[config.mk]
export PLATFORM = sky130hd
export DESIGN_NAME = ms_adpcm_block_decoder_unit
export DESIGN_NICKNAME = d
export VERILOG_FILES = /design/src/rtl/madpcm_pkg.sv /design/src/rtl/madpcm_fifo.sv /design/src/rtl/madpcm_front.sv /design/src/rtl/madpcm_back.sv /design/src/rtl/ms_adpcm_block_decoder_unit.sv
export VERILOG_INCLUDE_DIRS = /design/src /design/src/rtl
export SDC_FILE = /design/constraint.sdc
export NUM_CORES = 2
export LEC_CHECK = 0
export BUFFER_PORTS_ARGS = -buffer_cell sky130_fd_sc_hd__clkbuf_2
export CAP_MARGIN = 20
export CORE_MARGIN = 4
export CORE_UTILIZATION = 40
export CTS_CLUSTER_DIAMETER = 50
export CTS_CLUSTER_SIZE = 20
export DETAILED_ROUTE_END_ITERATION = 8
export GPL_TIMING_DRIVEN = 0
export PLACE_DENSITY = 0.55
export SETUP_SLACK_MARGIN = 0.5
export SLEW_MARGIN = 20
export SYNTH_ARGS = -nofsm -noshare
export SYNTH_HDL_FRONTEND = slang
export SYNTH_HIERARCHICAL = 1
export SYNTH_SLANG_ARGS = --single-unit
[constraint.sdc]
create_clock -name clk_i -period 23.4 [get_ports clk_i]
set_input_delay 3.51 -clock clk_i [delete_from_list [all_inputs] [get_ports clk_i]]
set_output_delay 3.51 -clock clk_i [all_outputs]
set_load 0.1 [all_outputs]
[src/rtl/ms_adpcm_block_decoder_unit_macros.svh]
// Assertion macros shared by the ADPCM block decoder RTL.
// Included by the modules that carry concurrent checks; no other dependencies.
`ifndef MS_ADPCM_BLOCK_DECODER_UNIT_MACROS_SVH
`define MS_ADPCM_BLOCK_DECODER_UNIT_MACROS_SVH
`ifndef SYNTHESIS
// Property must hold at every clock edge outside reset.
`define MADPCM_ASSERT(lbl, clk, rst_n, prop) \
  lbl: assert property (@(posedge clk) disable iff (!rst_n) (prop)) \
    else $error("assertion failed in %m");
// Condition must never be true outside reset.
`define MADPCM_ASSERT_NEVER(lbl, clk, rst_n, cond) \
  lbl: assert property (@(posedge clk) disable iff (!rst_n) !(cond)) \
    else $error("forbidden condition in %m");
`else
`define MADPCM_ASSERT(lbl, clk, rst_n, prop)
`define MADPCM_ASSERT_NEVER(lbl, clk, rst_n, cond)
`endif
`endif

[src/rtl/madpcm_pkg.sv]
// Package for the ADPCM block decoder: command and result types, register
// indexes, coefficient and adaptation tables. No dependencies.
`timescale 1ns / 1ps

package madpcm_pkg;

  // defaults for top-level parameters
  localparam int unsigned NUM_PREDICTORS = 7;
  localparam int unsigned CMD_DEPTH      = 4;
  localparam int unsigned OUT_DEPTH      = 4;

  // configuration port
  localparam int unsigned CFG_IDX_W  = 2;
  localparam int unsigned CFG_DATA_W = 16;
  localparam logic [CFG_IDX_W-1:0] REG_CHANNEL_COUNT     = 2'd0;
  localparam logic [CFG_IDX_W-1:0] REG_BLOCK_ALIGN       = 2'd1;
  localparam logic [CFG_IDX_W-1:0] REG_SAMPLES_PER_BLOCK = 2'd2;

  localparam logic [1:0]  RESET_CHANNEL_COUNT = 2'd1;
  localparam logic [15:0] RESET_BLOCK_ALIGN   = 16'd256;
  localparam logic [15:0] RESET_SPB           = 16'd500;
  localparam logic [1:0]  STEREO_CODE         = 2'd2;

  // arithmetic limits
  localparam logic signed [31:0] DELTA_FLOOR = 32'sd16;
  localparam logic signed [31:0] DELTA_MAX   = 32'sh7FFF_FFFF;
  localparam logic signed [15:0] SAMPLE_MIN  = -16'sd32768;
  localparam logic signed [15:0] SAMPLE_MAX  = 16'sd32767;

  typedef enum logic [1:0] {
    OP_BAD,
    OP_WRITE,
    OP_HDR,
    OP_DECODE
  } op_e;

  typedef enum logic [1:0] {
    FLD_DELTA,
    FLD_LAST,
    FLD_OLDER
  } fld_e;

  // front to back command
  typedef struct packed {
    op_e             op;
    fld_e            fld;      // header field for OP_WRITE / OP_HDR
    logic            chan;     // header channel, or channel of a bad index
    logic            stereo;
    logic            two_nib;  // mono byte that decodes both nibbles
    logic            done0;    // block_done for the first frame
    logic            done1;    // block_done for the second mono frame
    logic [1:0][2:0] pred;     // predictor index per channel
    logic [15:0]     value;    // header word, or data byte in [7:0]
  } cmd_t;

  typedef struct packed {
    logic signed [15:0] sample;
    logic               channel;
    logic               run_last;
    logic               block_done;
    logic               bad_predictor;
  } res_t;

  function automatic logic signed [11:0] coef_a(input logic [2:0] idx);
    logic signed [11:0] c;
    case (idx)
      3'd0:    c = 12'sd256;
      3'd1:    c = 12'sd512;
      3'd2:    c = 12'sd0;
      3'd3:    c = 12'sd192;
      3'd4:    c = 12'sd240;
      3'd5:    c = 12'sd460;
      3'd6:    c = 12'sd392;
      default: c = 12'sd0;
    endcase
    return c;
  endfunction

  function automatic logic signed [11:0] coef_b(input logic [2:0] idx);
    logic signed [11:0] c;
    case (idx)
      3'd0:    c = 12'sd0;
      3'd1:    c = -12'sd256;
      3'd2:    c = 12'sd0;
      3'd3:    c = 12'sd64;
      3'd4:    c = 12'sd0;
      3'd5:    c = -12'sd208;
      3'd6:    c = -12'sd232;
      default: c = 12'sd0;
    endcase
    return c;
  endfunction

  function automatic logic [9:0] adapt_val(input logic [3:0] nib);
    logic [9:0] a;
    case (nib)
      4'd4:    a = 10'd307;
      4'd5:    a = 10'd409;
      4'd6:    a = 10'd512;
      4'd7:    a = 10'd614;
      4'd8:    a = 10'd768;
      4'd9:    a = 10'd614;
      4'd10:   a = 10'd512;
      4'd11:   a = 10'd409;
      4'd12:   a = 10'd307;
      default: a = 10'd230;
    endcase
    return a;
  endfunction

endpackage

[src/rtl/madpcm_fifo.sv]
// Small synchronous FIFO used as command queue and as result buffer.
// Depends on the shared assertion macro header only.
`timescale 1ns / 1ps
`include "ms_adpcm_block_decoder_unit_macros.svh"

module madpcm_fifo #(
  parameter type         T     = logic,
  parameter int unsigned Depth = 4
) (
  input  logic clk_i,
  input  logic rst_ni,
  input  logic push_i,
  input  T     data_i,
  output logic full_o,
  input  logic pop_i,
  output T     data_o,
  output logic empty_o
);

  localparam int unsigned PtrW = (Depth > 1) ? $clog2(Depth) : 1;
  localparam int unsigned CntW = $clog2(Depth + 1);

  T              mem_q [Depth];
  logic [PtrW-1:0] wr_q, wr_d, rd_q, rd_d;
  logic [CntW-1:0] cnt_q, cnt_d;

  assign full_o  = (cnt_q == CntW'(Depth));
  assign empty_o = (cnt_q == '0);
  assign data_o  = mem_q[rd_q];

  // pointer and fill count
  always_comb begin
    wr_d  = wr_q;
    rd_d  = rd_q;
    cnt_d = cnt_q;
    if (push_i) begin
      wr_d = (wr_q == PtrW'(Depth - 1)) ? '0 : wr_q + PtrW'(1);
    end
    if (pop_i) begin
      rd_d = (rd_q == PtrW'(Depth - 1)) ? '0 : rd_q + PtrW'(1);
    end
    if (push_i && !pop_i) begin
      cnt_d = cnt_q + CntW'(1);
    end else if (pop_i && !push_i) begin
      cnt_d = cnt_q - CntW'(1);
    end
  end

  always_ff @(posedge clk_i or negedge rst_ni) begin
    if (!rst_ni) begin
      wr_q  <= '0;
      rd_q  <= '0;
      cnt_q <= '0;
    end else begin
      wr_q  <= wr_d;
      rd_q  <= rd_d;
      cnt_q <= cnt_d;
    end
  end

  // storage, no reset
  always_ff @(posedge clk_i) begin
    if (push_i) begin
      mem_q[wr_q] <= data_i;
    end
  end

  `MADPCM_ASSERT_NEVER(a_fifo_overflow, clk_i, rst_ni, push_i && full_o)
  `MADPCM_ASSERT_NEVER(a_fifo_underflow, clk_i, rst_ni, pop_i && empty_o)
  `MADPCM_ASSERT(a_fifo_cnt_range, clk_i, rst_ni, cnt_q <= CntW'(Depth))

endmodule

[src/rtl/madpcm_front.sv]
// Front end: configuration registers, block byte position, header parsing
// and classification of each byte into back-end commands. Uses madpcm_pkg.
`timescale 1ns / 1ps

module madpcm_front #(
  parameter int unsigned NumPredictors = madpcm_pkg::NUM_PREDICTORS
) (
  input  logic                                  clk_i,
  input  logic                                  rst_ni,
  input  logic                                  cfg_we_i,
  input  logic [madpcm_pkg::CFG_IDX_W-1:0]      cfg_idx_i,
  input  logic [madpcm_pkg::CFG_DATA_W-1:0]     cfg_data_i,
  input  logic                                  in_valid_i,
  output logic                                  in_stall_o,
  input  logic [7:0]                            data_byte_i,
  input  logic                                  cmd_full_i,
  output logic                                  cmd_push_o,
  output madpcm_pkg::cmd_t                      cmd_o
);

  logic [1:0]  chan_cnt_q;
  logic [15:0] blk_align_q;
  logic [15:0] spb_q;

  logic [15:0]      pos_q, pos_d;
  logic [15:0]      fc_q, fc_d;
  logic [1:0][2:0]  pred_q, pred_d;
  logic [7:0]       latch_q, latch_d;
  logic             skip_q, skip_d;

  logic        in_acc;
  logic        stereo;
  logic [15:0] nch, hdr_len, spb_eff;
  logic [16:0] fc1, fc2, spb17;
  logic [3:0]  off;
  logic        bad_idx;
  logic        blk_end;

  assign in_stall_o = cmd_full_i;
  assign in_acc     = in_valid_i & ~cmd_full_i;

  // derived configuration
  assign stereo  = (chan_cnt_q == madpcm_pkg::STEREO_CODE);
  assign nch     = stereo ? 16'd2 : 16'd1;
  assign hdr_len = stereo ? 16'd14 : 16'd7;
  assign spb_eff = (spb_q < 16'd2) ? 16'd2 : spb_q;
  assign spb17   = {1'b0, spb_eff};
  assign fc1     = {1'b0, fc_q} + 17'd1;
  assign fc2     = {1'b0, fc_q} + 17'd2;
  assign off     = pos_q[3:0] - (stereo ? 4'd2 : 4'd1);
  assign bad_idx = ({1'b0, data_byte_i} >= 9'(NumPredictors));
  assign blk_end = (pos_q == (blk_align_q - 16'd1));

  // classify the byte
  always_comb begin
    pos_d      = pos_q;
    fc_d       = fc_q;
    pred_d     = pred_q;
    latch_d    = latch_q;
    skip_d     = skip_q;
    cmd_push_o = 1'b0;
    cmd_o         = '0;
    cmd_o.op      = madpcm_pkg::OP_DECODE;
    cmd_o.stereo  = stereo;
    cmd_o.pred    = pred_q;
    cmd_o.value   = {8'd0, data_byte_i};
    cmd_o.chan    = stereo & off[1];
    cmd_o.fld     = stereo ? madpcm_pkg::fld_e'(off[3:2]) : madpcm_pkg::fld_e'(off[2:1]);
    if (in_acc) begin
      if (!skip_q) begin
        if (pos_q < nch) begin
          // predictor index bytes
          if (bad_idx) begin
            cmd_push_o = 1'b1;
            cmd_o.op   = madpcm_pkg::OP_BAD;
            cmd_o.chan = pos_q[0];
            skip_d     = 1'b1;
          end else begin
            pred_d[pos_q[0]] = data_byte_i[2:0];
          end
        end else if (pos_q < hdr_len) begin
          // little-endian header words
          if (!off[0]) begin
            latch_d = data_byte_i;
          end else begin
            cmd_push_o  = 1'b1;
            cmd_o.value = {data_byte_i, latch_q};
            cmd_o.op    = (pos_q == hdr_len - 16'd1) ? madpcm_pkg::OP_HDR
                                                     : madpcm_pkg::OP_WRITE;
          end
          if (pos_q == hdr_len - 16'd1) begin
            fc_d        = 16'd2;
            cmd_o.done0 = (spb_eff == 16'd2);
          end
        end else if (fc_q < spb_eff) begin
          // coded data byte
          cmd_push_o = 1'b1;
          if (stereo) begin
            fc_d        = fc1[15:0];
            cmd_o.done0 = (fc1 == spb17);
            cmd_o.done1 = (fc1 == spb17);
          end else begin
            cmd_o.done0   = (fc1 == spb17);
            cmd_o.two_nib = (fc1 < spb17);
            cmd_o.done1   = (fc2 == spb17);
            fc_d          = (fc1 < spb17) ? fc2[15:0] : fc1[15:0];
          end
        end
      end
      // block wrap
      if (blk_end) begin
        pos_d  = '0;
        fc_d   = '0;
        skip_d = 1'b0;
      end else begin
        pos_d = pos_q + 16'd1;
      end
    end
  end

  always_ff @(posedge clk_i or negedge rst_ni) begin
    if (!rst_ni) begin
      chan_cnt_q  <= madpcm_pkg::RESET_CHANNEL_COUNT;
      blk_align_q <= madpcm_pkg::RESET_BLOCK_ALIGN;
      spb_q       <= madpcm_pkg::RESET_SPB;
      pos_q       <= '0;
      fc_q        <= '0;
      pred_q      <= '0;
      latch_q     <= '0;
      skip_q      <= 1'b0;
    end else begin
      pos_q   <= pos_d;
      fc_q    <= fc_d;
      pred_q  <= pred_d;
      latch_q <= latch_d;
      skip_q  <= skip_d;
      if (cfg_we_i) begin
        unique case (cfg_idx_i)
          madpcm_pkg::REG_CHANNEL_COUNT:     chan_cnt_q  <= cfg_data_i[1:0];
          madpcm_pkg::REG_BLOCK_ALIGN:       blk_align_q <= cfg_data_i;
          madpcm_pkg::REG_SAMPLES_PER_BLOCK: spb_q       <= cfg_data_i;
          default: ;
        endcase
      end
    end
  end

endmodule

[src/rtl/madpcm_back.sv]
// Back end: per-channel decoder state, header emit and two-lane nibble
// decode (multiply stage, then add/clamp/adapt stage). Uses madpcm_pkg.
`timescale 1ns / 1ps
`include "ms_adpcm_block_decoder_unit_macros.svh"

module madpcm_back (
  input  logic              clk_i,
  input  logic              rst_ni,
  input  logic              cmd_valid_i,
  input  madpcm_pkg::cmd_t  cmd_i,
  output logic              cmd_pop_o,
  input  logic              out_full_i,
  output logic              res_push_o,
  output madpcm_pkg::res_t  res_o
);

  typedef enum logic [2:0] {
    B_IDLE,
    B_EMIT,
    B_MUL,
    B_ADD,
    B_PUSH2
  } state_e;

  state_e state_q, state_d;
  logic       phase_q, phase_d;
  logic [1:0] emit_q, emit_d;

  logic signed [31:0] delta_q [2];
  logic signed [31:0] delta_d [2];
  logic signed [15:0] last_q  [2];
  logic signed [15:0] last_d  [2];
  logic signed [15:0] older_q [2];
  logic signed [15:0] older_d [2];

  // multiply stage registers
  logic signed [27:0] p1_q [2];
  logic signed [27:0] p2_q [2];
  logic signed [36:0] ps_q [2];
  logic signed [42:0] pd_q [2];
  logic signed [15:0] rec1_q, rec1_d;
  logic               mul_en;

  // lane signals
  logic [3:0]         nib   [2];
  logic signed [11:0] ca    [2];
  logic signed [11:0] cb    [2];
  logic signed [4:0]  sn    [2];
  logic signed [10:0] ad    [2];
  logic signed [27:0] p1_n  [2];
  logic signed [27:0] p2_n  [2];
  logic signed [36:0] ps_n  [2];
  logic signed [42:0] pd_n  [2];
  logic signed [28:0] sum   [2];
  logic signed [20:0] pred  [2];
  logic signed [37:0] tot   [2];
  logic signed [15:0] rec   [2];
  logic [34:0]        qd    [2];
  logic signed [31:0] nd    [2];

  logic       last_emit;
  logic       emit_hi;
  logic       emit_ch;
  logic signed [15:0] hdr_val;

  // lane products
  always_comb begin
    nib[0] = phase_q ? cmd_i.value[3:0] : cmd_i.value[7:4];
    nib[1] = cmd_i.value[3:0];
    for (int l = 0; l < 2; l++) begin
      ca[l]   = madpcm_pkg::coef_a(cmd_i.pred[l]);
      cb[l]   = madpcm_pkg::coef_b(cmd_i.pred[l]);
      sn[l]   = $signed({nib[l][3], nib[l]});
      ad[l]   = $signed({1'b0, madpcm_pkg::adapt_val(nib[l])});
      p1_n[l] = 28'(last_q[l]) * 28'(ca[l]);
      p2_n[l] = 28'(older_q[l]) * 28'(cb[l]);
      ps_n[l] = 37'(sn[l]) * 37'(delta_q[l]);
      pd_n[l] = 43'(ad[l]) * 43'(delta_q[l]);
    end
  end

  // lane prediction, clamp and step adaptation
  always_comb begin
    for (int l = 0; l < 2; l++) begin
      sum[l]  = 29'(p1_q[l]) + 29'(p2_q[l]);
      pred[l] = 21'(sum[l] >>> 8) + 21'((sum[l] < 0) && (sum[l][7:0] != 8'd0));
      tot[l]  = 38'(pred[l]) + 38'(ps_q[l]);
      if (tot[l] < 38'(madpcm_pkg::SAMPLE_MIN)) begin
        rec[l] = madpcm_pkg::SAMPLE_MIN;
      end else if (tot[l] > 38'(madpcm_pkg::SAMPLE_MAX)) begin
        rec[l] = madpcm_pkg::SAMPLE_MAX;
      end else begin
        rec[l] = 16'(tot[l]);
      end
      qd[l] = pd_q[l][42:8];
      if (pd_q[l][42]) begin
        nd[l] = madpcm_pkg::DELTA_FLOOR;
      end else if (qd[l] > 35'(madpcm_pkg::DELTA_MAX)) begin
        nd[l] = madpcm_pkg::DELTA_MAX;
      end else if (qd[l] < 35'(madpcm_pkg::DELTA_FLOOR)) begin
        nd[l] = madpcm_pkg::DELTA_FLOOR;
      end else begin
        nd[l] = 32'(qd[l]);
      end
    end
  end

  // header frame selection: older samples first, then last samples
  assign emit_hi   = cmd_i.stereo ? emit_q[1] : emit_q[0];
  assign emit_ch   = cmd_i.stereo & emit_q[0];
  assign hdr_val   = emit_hi ? last_q[emit_ch] : older_q[emit_ch];
  assign last_emit = (emit_q == (cmd_i.stereo ? 2'd3 : 2'd1));

  // sequencer
  always_comb begin
    state_d    = state_q;
    phase_d    = phase_q;
    emit_d     = emit_q;
    delta_d    = delta_q;
    last_d     = last_q;
    older_d    = older_q;
    rec1_d     = rec1_q;
    mul_en     = 1'b0;
    cmd_pop_o  = 1'b0;
    res_push_o = 1'b0;
    res_o      = '0;
    unique case (state_q)
      B_IDLE: begin
        if (cmd_valid_i) begin
          unique case (cmd_i.op)
            madpcm_pkg::OP_BAD: begin
              if (!out_full_i) begin
                res_push_o          = 1'b1;
                res_o.channel       = cmd_i.chan;
                res_o.run_last      = 1'b1;
                res_o.bad_predictor = 1'b1;
                cmd_pop_o           = 1'b1;
              end
            end
            madpcm_pkg::OP_WRITE, madpcm_pkg::OP_HDR: begin
              unique case (cmd_i.fld)
                madpcm_pkg::FLD_DELTA: delta_d[cmd_i.chan] = 32'($signed(cmd_i.value));
                madpcm_pkg::FLD_LAST:  last_d[cmd_i.chan]  = $signed(cmd_i.value);
                madpcm_pkg::FLD_OLDER: older_d[cmd_i.chan] = $signed(cmd_i.value);
                default: ;
              endcase
              if (cmd_i.op == madpcm_pkg::OP_HDR) begin
                state_d = B_EMIT;
                emit_d  = '0;
              end else begin
                cmd_pop_o = 1'b1;
              end
            end
            madpcm_pkg::OP_DECODE: begin
              mul_en  = 1'b1;
              phase_d = 1'b0;
              state_d = B_ADD;
            end
          endcase
        end
      end
      B_EMIT: begin
        if (!out_full_i) begin
          res_push_o       = 1'b1;
          res_o.sample     = hdr_val;
          res_o.channel    = emit_ch;
          res_o.block_done = emit_hi & cmd_i.done0;
          res_o.run_last   = last_emit;
          if (last_emit) begin
            cmd_pop_o = 1'b1;
            state_d   = B_IDLE;
          end else begin
            emit_d = emit_q + 2'd1;
          end
        end
      end
      B_MUL: begin
        mul_en  = 1'b1;
        state_d = B_ADD;
      end
      B_ADD: begin
        if (!out_full_i) begin
          delta_d[0] = nd[0];
          last_d[0]  = rec[0];
          older_d[0] = last_q[0];
          if (cmd_i.stereo) begin
            delta_d[1] = nd[1];
            last_d[1]  = rec[1];
            older_d[1] = last_q[1];
          end
          rec1_d           = rec[1];
          res_push_o       = 1'b1;
          res_o.sample     = rec[0];
          res_o.block_done = phase_q ? cmd_i.done1 : cmd_i.done0;
          if (cmd_i.stereo) begin
            state_d = B_PUSH2;
          end else if (!phase_q && cmd_i.two_nib) begin
            phase_d = 1'b1;
            state_d = B_MUL;
          end else begin
            res_o.run_last = 1'b1;
            phase_d        = 1'b0;
            cmd_pop_o      = 1'b1;
            state_d        = B_IDLE;
          end
        end
      end
      B_PUSH2: begin
        if (!out_full_i) begin
          res_push_o       = 1'b1;
          res_o.sample     = rec1_q;
          res_o.channel    = 1'b1;
          res_o.block_done = cmd_i.done0;
          res_o.run_last   = 1'b1;
          cmd_pop_o        = 1'b1;
          state_d          = B_IDLE;
        end
      end
      default: state_d = B_IDLE;
    endcase
  end

  always_ff @(posedge clk_i or negedge rst_ni) begin
    if (!rst_ni) begin
      state_q <= B_IDLE;
      phase_q <= 1'b0;
      emit_q  <= '0;
      for (int c = 0; c < 2; c++) begin
        delta_q[c] <= madpcm_pkg::DELTA_FLOOR;
        last_q[c]  <= '0;
        older_q[c] <= '0;
      end
    end else begin
      state_q <= state_d;
      phase_q <= phase_d;
      emit_q  <= emit_d;
      delta_q <= delta_d;
      last_q  <= last_d;
      older_q <= older_d;
    end
  end

  // datapath registers, no reset
  always_ff @(posedge clk_i) begin
    rec1_q <= rec1_d;
    if (mul_en) begin
      p1_q <= p1_n;
      p2_q <= p2_n;
      ps_q <= ps_n;
      pd_q <= pd_n;
    end
  end

  `MADPCM_ASSERT(a_push2_stereo, clk_i, rst_ni,
                 (state_q != B_PUSH2) || (cmd_valid_i && cmd_i.stereo))
  `MADPCM_ASSERT(a_emit_hdr, clk_i, rst_ni,
                 (state_q != B_EMIT) || (cmd_valid_i && cmd_i.op == madpcm_pkg::OP_HDR))
  `MADPCM_ASSERT(a_add_after_mul, clk_i, rst_ni,
                 $rose(state_q == B_ADD) |-> ($past(mul_en)))

endmodule

[src/rtl/ms_adpcm_block_decoder_unit.sv]
// Top level of the MS ADPCM block decoder: front end, command queue,
// back end and result buffer. Uses madpcm_pkg and the modules in rtl.
//
// Usage:
//   Input channel: one compressed block byte per item (data_byte_i) under
//   in_valid_i / in_stall_o. Output channel: one PCM sample per item with
//   channel, run_last, block_done and bad_predictor flags under
//   out_valid_o / out_stall_i. Configuration registers (channel count,
//   block align, samples per block) are for the user to write, via cfg_we_i,
//   cfg_idx_i and cfg_data_i, only while the block is idle; it is not enforced.
//   A data byte's command passes the command queue and the multiply stage
//   registers before its samples enter the result buffer. The back end
//   takes a stereo byte through multiply, add and PUSH2 states and a mono
//   byte as two dependent nibbles, each a multiply then an add state, and
//   starts no new command until it has popped the last one.
//   The front end takes a byte every cycle while the command queue has room.
//   Reset restores the register defaults (mono, 256, 500) and starts at the
//   first byte of a block. A stalled receiver fills the result buffer, then
//   the command queue, and then in_stall_o rises.
`timescale 1ns / 1ps

module ms_adpcm_block_decoder_unit #(
  parameter int unsigned NumPredictors = madpcm_pkg::NUM_PREDICTORS,
  parameter int unsigned CmdDepth      = madpcm_pkg::CMD_DEPTH,
  parameter int unsigned OutDepth      = madpcm_pkg::OUT_DEPTH
) (
  input  logic                              clk_i,
  input  logic                              rst_ni,
  input  logic                              cfg_we_i,
  input  logic [madpcm_pkg::CFG_IDX_W-1:0]  cfg_idx_i,
  input  logic [madpcm_pkg::CFG_DATA_W-1:0] cfg_data_i,
  input  logic                              in_valid_i,
  output logic                              in_stall_o,
  input  logic [7:0]                        data_byte_i,
  output logic                              out_valid_o,
  input  logic                              out_stall_i,
  output logic signed [15:0]                sample_o,
  output logic                              channel_o,
  output logic                              run_last_o,
  output logic                              block_done_o,
  output logic                              bad_predictor_o
);

  madpcm_pkg::cmd_t cmd_in, cmd_head;
  madpcm_pkg::res_t res_in, res_head;
  logic cmd_push, cmd_full, cmd_pop, cmd_empty;
  logic res_push, res_full, res_pop, res_empty;

  madpcm_front #(
    .NumPredictors(NumPredictors)
  ) u_front (
    .clk_i      (clk_i),
    .rst_ni     (rst_ni),
    .cfg_we_i   (cfg_we_i),
    .cfg_idx_i  (cfg_idx_i),
    .cfg_data_i (cfg_data_i),
    .in_valid_i (in_valid_i),
    .in_stall_o (in_stall_o),
    .data_byte_i(data_byte_i),
    .cmd_full_i (cmd_full),
    .cmd_push_o (cmd_push),
    .cmd_o      (cmd_in)
  );

  // command queue between front and back
  madpcm_fifo #(
    .T    (madpcm_pkg::cmd_t),
    .Depth(CmdDepth)
  ) u_cmd_q (
    .clk_i  (clk_i),
    .rst_ni (rst_ni),
    .push_i (cmd_push),
    .data_i (cmd_in),
    .full_o (cmd_full),
    .pop_i  (cmd_pop),
    .data_o (cmd_head),
    .empty_o(cmd_empty)
  );

  madpcm_back u_back (
    .clk_i      (clk_i),
    .rst_ni     (rst_ni),
    .cmd_valid_i(~cmd_empty),
    .cmd_i      (cmd_head),
    .cmd_pop_o  (cmd_pop),
    .out_full_i (res_full),
    .res_push_o (res_push),
    .res_o      (res_in)
  );

  // result buffer toward the receiver
  madpcm_fifo #(
    .T    (madpcm_pkg::res_t),
    .Depth(OutDepth)
  ) u_res_q (
    .clk_i  (clk_i),
    .rst_ni (rst_ni),
    .push_i (res_push),
    .data_i (res_in),
    .full_o (res_full),
    .pop_i  (res_pop),
    .data_o (res_head),
    .empty_o(res_empty)
  );

  assign out_valid_o     = ~res_empty;
  assign res_pop         = out_valid_o & ~out_stall_i;
  assign sample_o        = res_head.sample;
  assign channel_o       = res_head.channel;
  assign run_last_o      = res_head.run_last;
  assign block_done_o    = res_head.block_done;
  assign bad_predictor_o = res_head.bad_predictor;

endmodule
==> flow_summary.ini <==
[sta]
report.final.slew_viol_count = 0
maxSlewHeadroom_pct = 24.51
period_needed_ns = 11.48
setup_viol = 0
grt_setup_unrepaired = false
skew_ns = 0.06391
hold_viol = 0
period_share_pct = 49.06
tightest_slew_ns = 1.132
fmax_mhz = 87.11
layout_setup_ws_ns = 11.92

[worst_setup_path]
path_max_fanout = 12
timing.rr.start = u_cmd_q/rd_q[0]$_DFFE_PN0P_
cp_slowest_cell = clkbuf_1
crit_path_frequent_cell = fa_1
r2r_slack_ns = 11.92
crit_path_start_kind = flop
crit_type = flop to flop
reg2reg_to = u_back/pd_q[85]$_DFFE_PP_
crit_buf_inv = 8
crit_path_end_kind = flop
critPathArrivalTime_ns = 11.98
crit_family = adder cells
critPathMaxStageDelay_ns = 0.83
worstRegToRegCells = 33
crit_required_ns = 23.90

[placement]
dpl.hpwl_mm = 192.7
dpl_worst_slack_ns = 11.93
io_buffers = 52
placed_cells = 11590
finalWeightedCongestion = 0.9071

[synth]
ys_ff_latch = 691
ys_seq_area_share_pct = 23.21
synth_top_area_cell = fa_1
yosysWarnings = 6
synth_area_leaders = fa_1 26%, edfxtp_1 16%, ha_1 12%
syn_avg_cell_area_sq_um = 9.732
synth-edff-count = 462
async_flop_share_pct = 33.14
synth_ff_type = edfxtp_1
synth.cell_area_sq_um = 84530
syn_nets = 10580
synth_cells = 8686
synthDistinctLibCells = 107
synth_top_area_share_pct = 25.70

[min_path]
worstHoldStart = u_cmd_q/cnt_q[2]$_DFFE_PN0P_
hp-class = flop to flop
hold_depth = 1
worstHoldEndpoint = u_cmd_q/cnt_q[2]$_DFFE_PN0P_

[global_route]
grt_pass1_vias = 63700
overflow = 0
grt_pass1_wl_mm = 369.6
grt_usage_pct = 21.62
antenna_found_initial = 16
grt_start_max_net_pins = 78

[finish]
post-route-util_pct = 44.05
nets = 10780
mostFrequentLayoutCell = inv_1
area_growth_pct = 9.417
final_cell_mix = 1563 x inv_1, 1085 x fa_1, 782 x ha_1
instances_no_fill = 11780
drive_above_1_share_pct = 5.966

[detailed_routing]
postRouteAntennaNets = 0
via_per_inst = 5.186
wl_per_cell_um = 19.76
drt_iter0_markers = 4358
firstDrtPassIters = 6
drc_errors = 0
routed_wirelength_mm = 232.9
vias = 61100

[clocking]
cts_tree = done
max-clock-path-buffers = 3
clock_sinks = 691
clk_latency_ns = 0.76
cts_root_buffer = clkbuf_16
cts-buffers-inserted = 98
postCtsResizedCells = 0
post_cts_buffers = 0
path_clk_slew_ns = 0.07
htreeDepth = 3
postCtsHoldBufs = 0

[floorplan]
dieArea_sq_um = 218700
ios = 53
num_rows = 168
initial_utilization_pct = 40.26
placeableCoreArea_sq_um = 210000
die_x_um = 467.7
fp.dieH_um = 467.7

[job]
cap_violations = 0

[status]
outcome = finished, final reports clean
## state kept, by name (all words and copies together) (netlist names), 3 cells and up
signal               cells
u_cmd_q/mem_q          124
u_front/cmd_o            6
u_front/pos_q           16
u_back/last_q           32
u_back/ps_q             72
u_cmd_q/cnt_q            3
u_back/pd_q             70
u_back/p1_q             50
u_res_q/cnt_q            3
u_front/blk_align_q     16
u_front/spb_q           16
u_res_q/mem_q           80
u_front/latch_q          8
u_back/p2_q             50
u_back/older_q          32
u_back/delta_q          64
u_back/state_q           3
u_back/rec1_q           16
u_front/fc_q            16
## layer usage
layer | wire length [um] | vias up | share of wire [%] | global-route usage (%)
li1 | - | 28700 | - | -
met1 | 104500 | 30640 | 45 | 29.83
met2 | 108700 | 1437 | 47 | 35.20
met3 | 11630 | 319 | 5.0 | 2.822
met4 | 8054 | 0 | 3.5 | 7.290
met5 | 0 | - | 0 | 0
## Yosys cell counts (95+ instances only)
| cell | instances |
|---|---|
| nand2_1 | 699 |
| inv_1 | 1563 |
| nand2b_1 | 102 |
| a31oi_1 | 95 |
| edfxtp_1 | 462 |
| nor3_1 | 96 |
| and2_1 | 563 |
| a21o_1 | 113 |
| nor2_1 | 415 |
| a21oi_1 | 332 |
| ha_1 | 782 |
| xor2_1 | 117 |
| clkbuf_1 | 274 |
| xnor2_1 | 293 |
| dfrtp_1 | 219 |
| nor2b_1 | 154 |
| o21ai_0 | 269 |
| nand3_1 | 112 |
| fa_1 | 1085 |
## kinds of logic (layout without fill, tap and decap cells)
logic type	count (synthesis)	in the layout	synth area share (%)
multiplexers	146	146	2.623
AO/OA/AOI/OAI	1219	1219	9.187
adder cells (fa/ha/maj)	1867	1867	37.27
flip-flops	691	691	23.21
AND/OR/NAND/NOR	2460	2460	14.83
XOR/XNOR	412	412	4.301
other	0	9	0
buffers and inverters	1891	2173	8.583
## worst max-delay path by stage
| stage | end | start | cells after the start |
|---|---|---|---|
| global placement | u_back/p2_q[13]$_DFFE_PP_ | u_cmd_q/rd_q[0]$_DFFE_PN0P_ | 6 |
| global route | u_back/pd_q[85]$_DFFE_PP_ | u_cmd_q/rd_q[0]$_DFFE_PN0P_ | 33 |
| detailed placement | u_back/pd_q[85]$_DFFE_PP_ | u_cmd_q/rd_q[0]$_DFFE_PN0P_ | 33 |
| floorplan | u_back/p1_q[10]$_DFFE_PP_ | u_cmd_q/rd_q[0]$_DFFE_PN0P_ | 6 |
| finish | u_back/pd_q[85]$_DFFE_PP_ | u_cmd_q/rd_q[0]$_DFFE_PN0P_ | 33 |
| CTS | u_back/pd_q[85]$_DFFE_PP_ | u_cmd_q/rd_q[0]$_DFFE_PN0P_ | 33 |
## layout make-up
| class | count | area, sq um |
|---|---|---|
| Fill cell | 20140 | 117500 |
| Multi-Input combinational cell | 6104 | 57710 |
| Sequential cell | 691 | 19620 |
| Inverter | 1565 | 5874 |
| Tap cell | 2805 | 3510 |
| Clock buffer | 104 | 2506 |
| Buffer | 326 | 1381 |
| Clock inverter | 82 | 1139 |
| Timing Repair Buffer | 96 | 734.5 |
| Antenna cell | 9 | 22.52 |
## worst register-to-register path, delay by kind of cell (launching register included)
family	cells	cell delay, ns
compound gates	10	3.15
xor+xnor	1	0.08
fa+ha+maj	7	3.23
buf+inv	8	2.73
flops	1	0.39
mux	2	0.81
simple gates	5	0.83
## per-stage QoR
| step | TNS, ns | instance area [sq um] | hold WS, ns |
|---|---|---|---|
| detailed placement | 0 | 88800 | 0.4841 |
| floorplan | 0 | 84530 | 0.4563 |
| finish | 0 | 92490 | 0.4927 |
| global placement | -1289.48 | 88300 | 0.4713 |
| CTS | 0 | 92450 | 0.4950 |
| global route | 0 | 92490 | 0.5133 |
Power is left out: the tool's default activity adds up to more than one toggle a clock period on the data nets, which glitch-free logic cannot reach.
